--- config.mk ---
export PLATFORM = sky130hd
export DESIGN_NAME = first_fit_allocator_with_compaction_unit
export DESIGN_NICKNAME = d
export VERILOG_FILES = /design/src/hdl/ffac_pkg.sv /design/src/hdl/ffac_core.sv /design/src/hdl/first_fit_allocator_with_compaction_unit.sv
export SDC_FILE = /design/constraint.sdc
export NUM_CORES = 2
export LEC_CHECK = 0
export ABC_AREA = 0
export BUFFER_PORTS_ARGS = -buffer_cell sky130_fd_sc_hd__clkbuf_2
export CAP_MARGIN = 30
export CELL_PAD_IN_SITES_DETAIL_PLACEMENT = 1
export CELL_PAD_IN_SITES_GLOBAL_PLACEMENT = 1
export CORE_UTILIZATION = 41
export DETAILED_ROUTE_END_ITERATION = 6
export HOLD_SLACK_MARGIN = 0.1
export PLACE_DENSITY_LB_ADDON = 0.1
export SYNTH_ARGS = -nofsm -noshare
export SYNTH_HDL_FRONTEND = slang
export SYNTH_SLANG_ARGS = --single-unit
--- constraint.sdc ---
create_clock -name clk -period 8.7 [get_ports clk]
set_clock_uncertainty 0.1 [all_clocks]
set_input_delay 2.61 -clock clk [delete_from_list [all_inputs] [get_ports clk]]
set_output_delay 2.61 -clock clk [all_outputs]
set_load 0.05 [all_outputs]
--- src/hdl/ffac_pkg.sv ---
// ----------------------------------------------------------------------------
// ffac_pkg
// Shared types and constants of the first-fit allocator with compaction.
// ----------------------------------------------------------------------------
package ffac_pkg;

    // Default sizes of the managed byte map and of the block number space.
    localparam int MEM_BYTES_DEF = 128;
    localparam int ID_LIMIT_DEF  = 256;

    // Fixed field widths of the request, result and configuration channels.
    localparam int ACTION_W = 2;
    localparam int REQ_W    = 8;
    localparam int ERASE_W  = 16;
    localparam int BLOCK_W  = 8;
    localparam int CFG_W    = 8;

    localparam logic [CFG_W-1:0] MEM_SIZE_RESET = 8'd128;

    // Request codes. Any code that is neither alloc nor erase compacts the map.
    typedef logic [ACTION_W-1:0] action_t;
    localparam action_t ACT_ALLOC  = 2'd0;
    localparam action_t ACT_ERASE  = 2'd1;
    localparam action_t ACT_DEFRAG = 2'd2;

    typedef enum logic [1:0] {
        STAT_ALLOCATED = 2'd0,
        STAT_NO_SPACE  = 2'd1,
        STAT_ILLEGAL   = 2'd2
    } status_t;

    typedef enum logic [3:0] {
        ST_CLEAR,
        ST_IDLE,
        ST_ALLOC_START,
        ST_ALLOC_SCAN,
        ST_ALLOC_FILL,
        ST_ERASE_START,
        ST_ERASE_CHECK,
        ST_ERASE_SCAN,
        ST_DEFRAG_MOVE,
        ST_DEFRAG_FILL,
        ST_RESULT
    } ffac_state_t;

    typedef struct packed {
        action_t                    action;
        logic [REQ_W-1:0]           request_size;
        logic signed [ERASE_W-1:0]  erase_id;
    } ffac_req_t;

    typedef struct packed {
        status_t              status;
        logic [BLOCK_W-1:0]   block_number;
    } ffac_res_t;

endpackage

--- src/hdl/ffac_core.sv ---
// ----------------------------------------------------------------------------
// ffac_core
// Sequencer and memories of the allocator: owner map and live flags, each a
// synchronous memory; the owner map is scanned one entry per cycle.
// ----------------------------------------------------------------------------
module ffac_core
    import ffac_pkg::*;
#(
    parameter int MEM_BYTES = MEM_BYTES_DEF,
    parameter int ID_LIMIT  = ID_LIMIT_DEF
)
(
    input  logic             clk,
    input  logic             rst_n,
    input  logic [CFG_W-1:0] memory_size,
    input  logic             req_valid,
    output logic             req_ready,
    input  ffac_req_t        req,
    output logic             res_valid,
    input  logic             res_ready,
    output ffac_res_t        res
);

    localparam int AW    = (MEM_BYTES > 1) ? $clog2(MEM_BYTES) : 1;
    localparam int CW    = $clog2(MEM_BYTES + 1);
    localparam int IW    = $clog2(ID_LIMIT);
    localparam int SW    = ((CW > REQ_W) ? CW : REQ_W) + 1;
    localparam int CLR_N = (MEM_BYTES > ID_LIMIT) ? MEM_BYTES : ID_LIMIT;
    localparam int CLR_W = $clog2(CLR_N);

    // Memories.
    logic [IW-1:0] owner_mem [MEM_BYTES];
    logic          live_mem  [ID_LIMIT];

    logic          owner_we;
    logic [AW-1:0] owner_waddr;
    logic [IW-1:0] owner_wdata;
    logic          owner_re;
    logic [AW-1:0] owner_raddr;
    logic [IW-1:0] owner_rd_reg;

    logic          live_we;
    logic [IW-1:0] live_waddr;
    logic          live_wdata;
    logic          live_re;
    logic [IW-1:0] live_raddr;
    logic          live_rd_reg;

    // Control and working registers.
    ffac_state_t      state_reg, state_next;
    logic [CLR_W-1:0] clr_reg, clr_next;
    logic [CW-1:0]    rd_reg, rd_next;
    logic             rvld_reg;
    logic [CW-1:0]    rpos_reg;
    logic [REQ_W-1:0] run_reg, run_next;
    logic [REQ_W-1:0] cnt_reg, cnt_next;
    logic [CW-1:0]    wr_reg, wr_next;
    logic [IW-1:0]    last_reg, last_next;
    ffac_req_t        req_reg, req_next;
    ffac_res_t        res_reg, res_next;

    // Shared decision terms.
    logic [CW-1:0]  size_lim;
    logic [CW-1:0]  scan_lim;
    logic           scan_state;
    logic           scan_re;
    logic           scan_end;
    logic [REQ_W:0] run_inc;
    logic           alloc_hit;
    logic [SW-1:0]  start_calc;
    logic           exhausted;
    logic           erase_in_range;
    logic [IW-1:0]  erase_idx;
    logic [IW-1:0]  new_id;

    always_comb
    begin
        if (int'(memory_size) > MEM_BYTES)
        begin
            size_lim = CW'(MEM_BYTES);
        end
        else
        begin
            size_lim = CW'(memory_size);
        end
    end

    assign scan_state = state_reg inside {ST_ALLOC_SCAN, ST_ERASE_SCAN, ST_DEFRAG_MOVE};
    assign scan_lim   = (state_reg == ST_ALLOC_SCAN) ? size_lim : CW'(MEM_BYTES);
    assign scan_re    = scan_state && (rd_reg < scan_lim);
    assign scan_end   = !scan_re && !rvld_reg;
    assign run_inc    = {1'b0, run_reg} + (REQ_W + 1)'(1);
    assign alloc_hit  = (state_reg == ST_ALLOC_SCAN) && rvld_reg && (owner_rd_reg == '0)
                        && (run_inc == {1'b0, req_reg.request_size});
    assign start_calc = SW'(rpos_reg) + SW'(1) - SW'(req_reg.request_size);
    assign exhausted  = (last_reg == IW'(ID_LIMIT - 1));
    assign new_id     = last_reg + IW'(1);
    assign erase_in_range = (int'(req_reg.erase_id) > 0) && (int'(req_reg.erase_id) < ID_LIMIT);
    assign erase_idx  = req_reg.erase_id[IW-1:0];

    // Next state.
    always_comb
    begin
        state_next = state_reg;
        case (state_reg)
            ST_CLEAR:
            begin
                if (clr_reg == CLR_W'(CLR_N - 1))
                begin
                    state_next = ST_IDLE;
                end
            end
            ST_IDLE:
            begin
                if (req_valid)
                begin
                    case (req.action)
                        ACT_ALLOC: state_next = ST_ALLOC_START;
                        ACT_ERASE: state_next = ST_ERASE_START;
                        default:   state_next = ST_DEFRAG_MOVE;
                    endcase
                end
            end
            ST_ALLOC_START:
            begin
                if (exhausted || (req_reg.request_size == '0))
                begin
                    state_next = ST_RESULT;
                end
                else
                begin
                    state_next = ST_ALLOC_SCAN;
                end
            end
            ST_ALLOC_SCAN:
            begin
                if (alloc_hit)
                begin
                    state_next = ST_ALLOC_FILL;
                end
                else if (scan_end)
                begin
                    state_next = ST_RESULT;
                end
            end
            ST_ALLOC_FILL:
            begin
                if (cnt_reg == REQ_W'(1))
                begin
                    state_next = ST_RESULT;
                end
            end
            ST_ERASE_START:
            begin
                state_next = erase_in_range ? ST_ERASE_CHECK : ST_RESULT;
            end
            ST_ERASE_CHECK:
            begin
                state_next = live_rd_reg ? ST_ERASE_SCAN : ST_RESULT;
            end
            ST_ERASE_SCAN:
            begin
                if (scan_end)
                begin
                    state_next = ST_IDLE;
                end
            end
            ST_DEFRAG_MOVE:
            begin
                if (scan_end)
                begin
                    state_next = ST_DEFRAG_FILL;
                end
            end
            ST_DEFRAG_FILL:
            begin
                if (wr_reg == CW'(MEM_BYTES))
                begin
                    state_next = ST_IDLE;
                end
            end
            ST_RESULT:
            begin
                if (res_ready)
                begin
                    state_next = ST_IDLE;
                end
            end
            default:
            begin
                state_next = ST_IDLE;
            end
        endcase
    end

    // Outputs, memory controls and working registers.
    always_comb
    begin
        req_ready   = 1'b0;
        res_valid   = 1'b0;
        owner_we    = 1'b0;
        owner_waddr = wr_reg[AW-1:0];
        owner_wdata = '0;
        owner_re    = 1'b0;
        owner_raddr = rd_reg[AW-1:0];
        live_we     = 1'b0;
        live_waddr  = new_id;
        live_wdata  = 1'b0;
        live_re     = 1'b0;
        live_raddr  = erase_idx;
        clr_next    = clr_reg;
        rd_next     = rd_reg;
        run_next    = run_reg;
        cnt_next    = cnt_reg;
        wr_next     = wr_reg;
        last_next   = last_reg;
        req_next    = req_reg;
        res_next    = res_reg;

        case (state_reg)
            ST_CLEAR:
            begin
                owner_we    = int'(clr_reg) < MEM_BYTES;
                owner_waddr = clr_reg[AW-1:0];
                live_we     = int'(clr_reg) < ID_LIMIT;
                live_waddr  = clr_reg[IW-1:0];
                clr_next    = clr_reg + CLR_W'(1);
            end
            ST_IDLE:
            begin
                req_ready = 1'b1;
                if (req_valid)
                begin
                    req_next = req;
                    rd_next  = '0;
                    run_next = '0;
                    wr_next  = '0;
                end
            end
            ST_ALLOC_START:
            begin
                if (exhausted)
                begin
                    res_next.status       = STAT_NO_SPACE;
                    res_next.block_number = '0;
                end
                else if (req_reg.request_size == '0)
                begin
                    // An empty request takes a number that owns no bytes.
                    live_we               = 1'b1;
                    live_wdata            = 1'b1;
                    last_next             = new_id;
                    res_next.status       = STAT_ALLOCATED;
                    res_next.block_number = BLOCK_W'(new_id);
                end
            end
            ST_ALLOC_SCAN:
            begin
                owner_re = scan_re;
                if (scan_re)
                begin
                    rd_next = rd_reg + CW'(1);
                end
                if (rvld_reg)
                begin
                    run_next = (owner_rd_reg == '0) ? run_inc[REQ_W-1:0] : '0;
                end
                if (alloc_hit)
                begin
                    wr_next  = CW'(start_calc);
                    cnt_next = req_reg.request_size;
                end
                else if (scan_end)
                begin
                    res_next.status       = STAT_NO_SPACE;
                    res_next.block_number = '0;
                end
            end
            ST_ALLOC_FILL:
            begin
                owner_we    = 1'b1;
                owner_wdata = new_id;
                wr_next     = wr_reg + CW'(1);
                cnt_next    = cnt_reg - REQ_W'(1);
                if (cnt_reg == REQ_W'(1))
                begin
                    live_we               = 1'b1;
                    live_wdata            = 1'b1;
                    last_next             = new_id;
                    res_next.status       = STAT_ALLOCATED;
                    res_next.block_number = BLOCK_W'(new_id);
                end
            end
            ST_ERASE_START:
            begin
                if (erase_in_range)
                begin
                    live_re = 1'b1;
                end
                else
                begin
                    res_next.status       = STAT_ILLEGAL;
                    res_next.block_number = '0;
                end
            end
            ST_ERASE_CHECK:
            begin
                if (live_rd_reg)
                begin
                    live_we    = 1'b1;
                    live_waddr = erase_idx;
                end
                else
                begin
                    res_next.status       = STAT_ILLEGAL;
                    res_next.block_number = '0;
                end
            end
            ST_ERASE_SCAN:
            begin
                owner_re = scan_re;
                if (scan_re)
                begin
                    rd_next = rd_reg + CW'(1);
                end
                if (rvld_reg && (owner_rd_reg == erase_idx))
                begin
                    owner_we    = 1'b1;
                    owner_waddr = rpos_reg[AW-1:0];
                end
            end
            ST_DEFRAG_MOVE:
            begin
                owner_re = scan_re;
                if (scan_re)
                begin
                    rd_next = rd_reg + CW'(1);
                end
                // The write pointer never passes the read pointer, so a move
                // only lands on an entry that was already read.
                if (rvld_reg && (owner_rd_reg != '0))
                begin
                    owner_we    = 1'b1;
                    owner_wdata = owner_rd_reg;
                    wr_next     = wr_reg + CW'(1);
                end
            end
            ST_DEFRAG_FILL:
            begin
                if (wr_reg != CW'(MEM_BYTES))
                begin
                    owner_we = 1'b1;
                    wr_next  = wr_reg + CW'(1);
                end
            end
            ST_RESULT:
            begin
                res_valid = 1'b1;
            end
            default:
            begin
                req_ready = 1'b0;
            end
        endcase
    end

    assign res = res_reg;

    always_ff @(posedge clk or negedge rst_n)
    begin
        if (!rst_n)
        begin
            state_reg <= ST_CLEAR;
            clr_reg   <= '0;
            rd_reg    <= '0;
            rvld_reg  <= 1'b0;
            run_reg   <= '0;
            cnt_reg   <= '0;
            wr_reg    <= '0;
            last_reg  <= '0;
        end
        else
        begin
            state_reg <= state_next;
            clr_reg   <= clr_next;
            rd_reg    <= rd_next;
            rvld_reg  <= owner_re;
            run_reg   <= run_next;
            cnt_reg   <= cnt_next;
            wr_reg    <= wr_next;
            last_reg  <= last_next;
        end
    end

    always_ff @(posedge clk)
    begin
        rpos_reg <= rd_reg;
        req_reg  <= req_next;
        res_reg  <= res_next;
    end

    always_ff @(posedge clk)
    begin
        if (owner_we)
        begin
            owner_mem[owner_waddr] <= owner_wdata;
        end
        if (owner_re)
        begin
            owner_rd_reg <= owner_mem[owner_raddr];
        end
    end

    always_ff @(posedge clk)
    begin
        if (live_we)
        begin
            live_mem[live_waddr] <= live_wdata;
        end
        if (live_re)
        begin
            live_rd_reg <= live_mem[live_raddr];
        end
    end

endmodule

--- src/hdl/first_fit_allocator_with_compaction_unit.sv ---
// Alloc: the owner map is read up to the fit, then the block's bytes are written; with no
//   fit the read stops at the clamped size, and an empty request or exhausted numbers skip it.
// Erase reads the whole map (not when illegal); defragment reads it, moving owned bytes down,
//   then clears the tail. One request is in work at a time; the owner map read port reads one
//   byte a cycle.
// Reset: a clearing pass empties both memories; requests wait.
// ----------------------------------------------------------------------------
// first_fit_allocator_with_compaction_unit
// First-fit byte allocator with erase and compaction, top level with the
// request, result and configuration ports.
// ----------------------------------------------------------------------------
module first_fit_allocator_with_compaction_unit
    import ffac_pkg::*;
#(
    parameter int MEM_BYTES = MEM_BYTES_DEF,
    parameter int ID_LIMIT  = ID_LIMIT_DEF
)
(
    input  logic                      clk,
    input  logic                      rst_n,

    // Configuration: the number of managed bytes.
    input  logic                      cfg_write_en,
    input  logic [CFG_W-1:0]          cfg_write_data,

    // Request channel.
    input  logic                      in_valid,
    output logic                      in_ready,
    input  logic [ACTION_W-1:0]       action,
    input  logic [REQ_W-1:0]          request_size,
    input  logic signed [ERASE_W-1:0] erase_id,

    // Result channel.
    output logic                      out_valid,
    input  logic                      out_ready,
    output logic [1:0]                status,
    output logic [BLOCK_W-1:0]        block_number
);

    // The memory size register. Values above MEM_BYTES are clamped inside the
    // core, so the register simply holds what was written.
    logic [CFG_W-1:0] memory_size_reg;

    always_ff @(posedge clk or negedge rst_n)
    begin
        if (!rst_n)
        begin
            memory_size_reg <= MEM_SIZE_RESET;
        end
        else if (cfg_write_en)
        begin
            memory_size_reg <= cfg_write_data;
        end
    end

    // Request fields are gathered into one struct for the core. The core
    // captures them at the transfer, so the ports need not hold afterward.
    ffac_req_t req;
    ffac_res_t core_res;
    logic      core_res_valid;
    logic      core_res_ready;

    assign req.action       = action;
    assign req.request_size = request_size;
    assign req.erase_id     = erase_id;

    ffac_core #(
        .MEM_BYTES (MEM_BYTES),
        .ID_LIMIT  (ID_LIMIT)
    ) u_core (
        .clk         (clk),
        .rst_n       (rst_n),
        .memory_size (memory_size_reg),
        .req_valid   (in_valid),
        .req_ready   (in_ready),
        .req         (req),
        .res_valid   (core_res_valid),
        .res_ready   (core_res_ready),
        .res         (core_res)
    );

    // Output register. It decouples the result channel from the core: the
    // core hands a result over and returns to idle, so it can take the next
    // request while this result still waits for its transfer.
    logic      out_valid_reg;
    ffac_res_t out_res_reg;

    assign core_res_ready = !out_valid_reg || out_ready;

    always_ff @(posedge clk or negedge rst_n)
    begin
        if (!rst_n)
        begin
            out_valid_reg <= 1'b0;
        end
        else if (core_res_valid && core_res_ready)
        begin
            out_valid_reg <= 1'b1;
        end
        else if (out_ready)
        begin
            out_valid_reg <= 1'b0;
        end
    end

    always_ff @(posedge clk)
    begin
        if (core_res_valid && core_res_ready)
        begin
            out_res_reg <= core_res;
        end
    end

    assign out_valid    = out_valid_reg;
    assign status       = out_res_reg.status;
    assign block_number = out_res_reg.block_number;

endmodule

==> load_flow_metrics.sql <==
INSERT INTO impl_metrics (metric_group, metric, value, unit) VALUES
('power', 'power_density', '211', 'nW/µm²'),
('cts', 'clk_transition_reported_paths', '0.06', 'ns'),
('power', 'finalPower', '0.0138', 'W'),
('logic_synthesis', 'synth-seq-cells', '1403', ''),
('cells_and_area', 'layout-area-overhead-vs-synth', '13.4', '%'),
('route', 'met2_wirelength', '75.6', 'mm'),
('route', 'topRoutingLayerUsed', 'met4', ''),
('grt', 'grt-ovfl-total', '0', ''),
('logic_synthesis', 'number_of_synthesized_flops_with_an_enable_pin', '1333', ''),
('grt', 'grt_pass1_wl', '232', 'mm'),
('cts', 'cts.root.buffer_cell', 'sky130_fd_sc_hd__clkbuf_16', ''),
('worst_setup_path', 'worstPathArrival', '2.95', 'ns'),
('grt', 'gr-usage-all-layers', '0.229', ''),
('placement', 'numPortBuffers', '50', ''),
('die', 'start_util', '0.413', ''),
('worst_setup_path', 'worst_ep_required_time', '5.99', 'ns'),
('worst_setup_path', 'critical_path_peak_fanout', '24', ''),
('cts', 'htree_levels', '4', ''),
('die', 'boundaryPins', '51', ''),
('worst_setup_path', 'kind_of_capture_point_of_the_worst_setup_path', 'output pin', ''),
('sta', 'rsz0062_at_grt', 'false', ''),
('cts', 'tritoncts', 'yes', ''),
('cells_and_area', 'layout_cell_share_with_drive_strength_beyond_1', '0.238', ''),
('sta', 'period_share', '0.651', ''),
('sta', 'tightestPinTransition', '1.07', 'ns'),
('worst_setup_path', 'setup.worst_path.class', 'reg -> out', ''),
('die', 'core_region_area', '139000', 'µm²'),
('logic_synthesis', 'syn_area', '57600', 'µm²'),
('cells_and_area', 'fin_nets', '3284', ''),
('route', 'ant_nets', '0', ''),
('route', 'wl_met1', '72.5', 'mm'),
('logic_synthesis', 'ys_async_sr_fraction', '0.0442', ''),
('cts', 'inserted_clock_buffers', '152', ''),
('sta', 'hold_viol', '0', ''),
('power', 'vdd.ir_drop.worst', '158', 'µV'),
('sta', 'final_max_slew_viol_count', '0', ''),
('sta', 'setup_total_negative_slack', '0', 'ns'),
('route', 'wirelength', '161', 'mm'),
('logic_synthesis', 'synth.net_count', '3189', ''),
('die', 'fp.dieW', '377', 'µm'),
('sta', 'post_layout_min_period', '5.66', 'ns'),
('logic_synthesis', 'post_synth.cell_area_avg', '18.5', 'µm²'),
('sta', 'highest_attainable_clock_frequency', '0.177', 'GHz'),
('min_path', 'worstHoldPathType', 'reg -> reg', ''),
('die', 'num_rows', '137', ''),
('grt', 'grt_antenna_before_repair', '4', ''),
('cells_and_area', 'num_antenna_cells', '0', ''),
('sta', 'timing.final.setup_violations', '0', ''),
('logic_synthesis', 'synth-main-ff-cell', 'sky130_fd_sc_hd__edfxtp_1', ''),
('grt', 'grt_start_max_net_pins', '164', ''),
('cts', 'clk_path_buf_depth', '3', ''),
('cts', 'quantity_of_hold_fixing_buffers_added_after_cts', '0', ''),
('logic_synthesis', 'synthCells', '3121', ''),
('die', 'dieHeight', '377', 'µm'),
('grt', 'grt_pass1_vias', '31375', ''),
('cts', 'clkLatencyLatePin', '0.79', 'ns'),
('route', 'post_drt_via_cell_ratio', '5.83', ''),
('cts', 'clock_sink_count', '1403', ''),
('flow_run', 'drv_cap', '0', ''),
('sta', 'relSlewSlack', '0.284', ''),
('route', 'firstDrtPassIters', '5', ''),
('sta', 'fin_worst_hold_slack', '0.319', 'ns'),
('route', 'dr_wl_met3', '9.54', 'mm'),
('cells_and_area', 'largest_register_ff_count', '1024', ''),
('route', 'wl_per_cell', '30.8', 'µm'),
('cts', 'post_cts.resized_instances', '0', ''),
('logic_synthesis', 'synth.yosys.seq_area_share', '0.725', ''),
('logic_synthesis', 'synth.lib_cells_used.distinct', '89', ''),
('cts', 'post_cts.repair.setup_buffers', '0', ''),
('power', 'power.leakage', '17.3', 'nW'),
('run_status', 'outcome', 'finished, final reports clean', ''),
('logic_synthesis', 'yosysWarnings', '0', ''),
('route', 'drtIter0Drc', '3370', ''),
('route', 'post-route-drc-count', '0', ''),
('placement', 'finalWeightedCongestion', '0.801', ''),
('worst_setup_path', 'worst_setup_path_start_kind', 'register', ''),
('die', 'total_die_area', '142000', 'µm²'),
('placement', 'dp_hpwl', '99.3', 'mm'),
('route', 'route.vias.total', '30387', '');
cells by family after synthesis:
group	after synthesis	share of synthesized area
DFF	1403	0.725
xor gates and xnor gates	55	0.00837
muxes	447	0.159
adders and majority gates	29	0.00643
buffers and inverters	216	0.0175
and+or+nand+nor	755	0.0585
AOI/OAI and AO/OA	216	0.0258
per-stage QoR:
stage / cell area (µm²) / utilization / cells / setup slack, ns
global placement: 59900 / 0.429 / 4909 / 3.37
CTS: 65200 / 0.468 / 5203 / 3.01
finish: 65300 / 0.468 / 5212 / 3.04
detailed placement: 60200 / 0.432 / 4929 / 3.27
floorplan: 57600 / - / 3121 / 1.09
global route: 65300 / 0.468 / 5212 / 2.86
worst paths after layout:
| check | from | to | slack [ns] | cells after the start |
|---|---|---|---|---|
| worst max-delay path | u_core.state_reg[0]$_DFFE_PN0P_ | in_ready | 3.04 | 3 |
| worst min-delay path | u_core.res[6]$_DFFE_PP_ | block_number[6]$_DFFE_PP_ | 0.32 | 0 |
| worst max register to register | u_core.erase_idx[0]$_DFFE_PP_ | u_core.owner_mem[24][1]$_DFFE_PP_ | 3.33 | 9 |
| worst min register to register | u_core.res[6]$_DFFE_PP_ | block_number[6]$_DFFE_PP_ | 0.32 | 0 |
| max in group asynchronous | rst_n | u_core.rd_reg[1]$_DFFE_PN0P_ | 5.89 | 2 |
| min in group asynchronous | rst_n | memory_size_reg[2]$_DFFE_PN0P_ | 1.90 | 2 |
power by group:
part	internal (W)	switching [W]	total (W)	leakage, nW
clock network	0.00376	0.00273	0.00648	2.44
logic	0.0000110	0.0000150	0.0000260	4.74
registers	0.00729	0.00000625	0.00729	10.1
per-layer routing:
layer  GRT usage  vias to the layer above
li1            -                    12672
met1       0.338                    16405
met2       0.355                     1107
met3      0.0381                      203
met4      0.0533                        0
met5           0                        -
critical path, cell delays in order (launching register included):
cell and delay, ns:
sky130_fd_sc_hd__dfrtp_1 0.86, sky130_fd_sc_hd__nand2b_1 0.38, sky130_fd_sc_hd__nor3_1 0.51, sky130_fd_sc_hd__clkbuf_2 0.41
layout make-up:
class | count | area [µm²]
Fill cell | 12943 | 74100
Sequential cell | 1403 | 41800
Multi-Input combinational cell | 1502 | 14900
Clock buffer | 173 | 3950
Tap cell | 1876 | 2350
Timing Repair Buffer | 127 | 1110
Clock inverter | 101 | 1060
Inverter | 30 | 113
cells in the final DEF, fill, tap and decap left out, types with 16 or more instances in the layout:
master,netlist,layout
sky130_fd_sc_hd__a21oi_1,57,57
sky130_fd_sc_hd__and3_1,17,17
sky130_fd_sc_hd__buf_4,10,46
sky130_fd_sc_hd__bufinv_16,0,16
sky130_fd_sc_hd__clkbuf_1,64,17
sky130_fd_sc_hd__clkbuf_16,0,154
sky130_fd_sc_hd__clkbuf_2,0,50
sky130_fd_sc_hd__clkinv_1,1,29
sky130_fd_sc_hd__clkinv_2,0,30
sky130_fd_sc_hd__dfrtp_1,61,56
sky130_fd_sc_hd__edfxtp_1,1333,1333
sky130_fd_sc_hd__ha_1,28,28
sky130_fd_sc_hd__inv_1,28,28
sky130_fd_sc_hd__mux2_2,21,21
sky130_fd_sc_hd__mux2i_1,53,53
sky130_fd_sc_hd__mux4_2,370,370
sky130_fd_sc_hd__nand2_1,114,114
sky130_fd_sc_hd__nand3_1,20,20
sky130_fd_sc_hd__nand4_1,24,24
sky130_fd_sc_hd__nor2_1,438,438
sky130_fd_sc_hd__nor2b_1,26,26
sky130_fd_sc_hd__nor3_1,36,36
sky130_fd_sc_hd__o21ai_0,47,39
sky130_fd_sc_hd__xnor2_1,32,32
sky130_fd_sc_hd__xor2_1,23,23
cell usage after synthesis, drive strengths merged (13+ instances only):
library cell | number | area share
mux2 | 24 | 0.0047
mux2i | 53 | 0.0092
nor2 | 438 | 0.029
nand3 | 20 | 0.0017
nor3 | 38 | 0.0035
clkbuf | 64 | 0.0042
nor2b | 26 | 0.0028
xor2 | 23 | 0.0035
a21oi | 58 | 0.0051
nand4 | 24 | 0.0026
nand2 | 114 | 0.0074
xnor2 | 32 | 0.0049
buf | 122 | 0.011
inv | 29 | 0.0019
and2 | 13 | 0.0014
o21ai | 49 | 0.0043
ha | 28 | 0.0061
and3 | 17 | 0.0018
dfrtp | 61 | 0.027
edfxtp | 1333 | 0.70
mux4 | 370 | 0.14
Note: power is estimated with default switching activity, not from simulation.
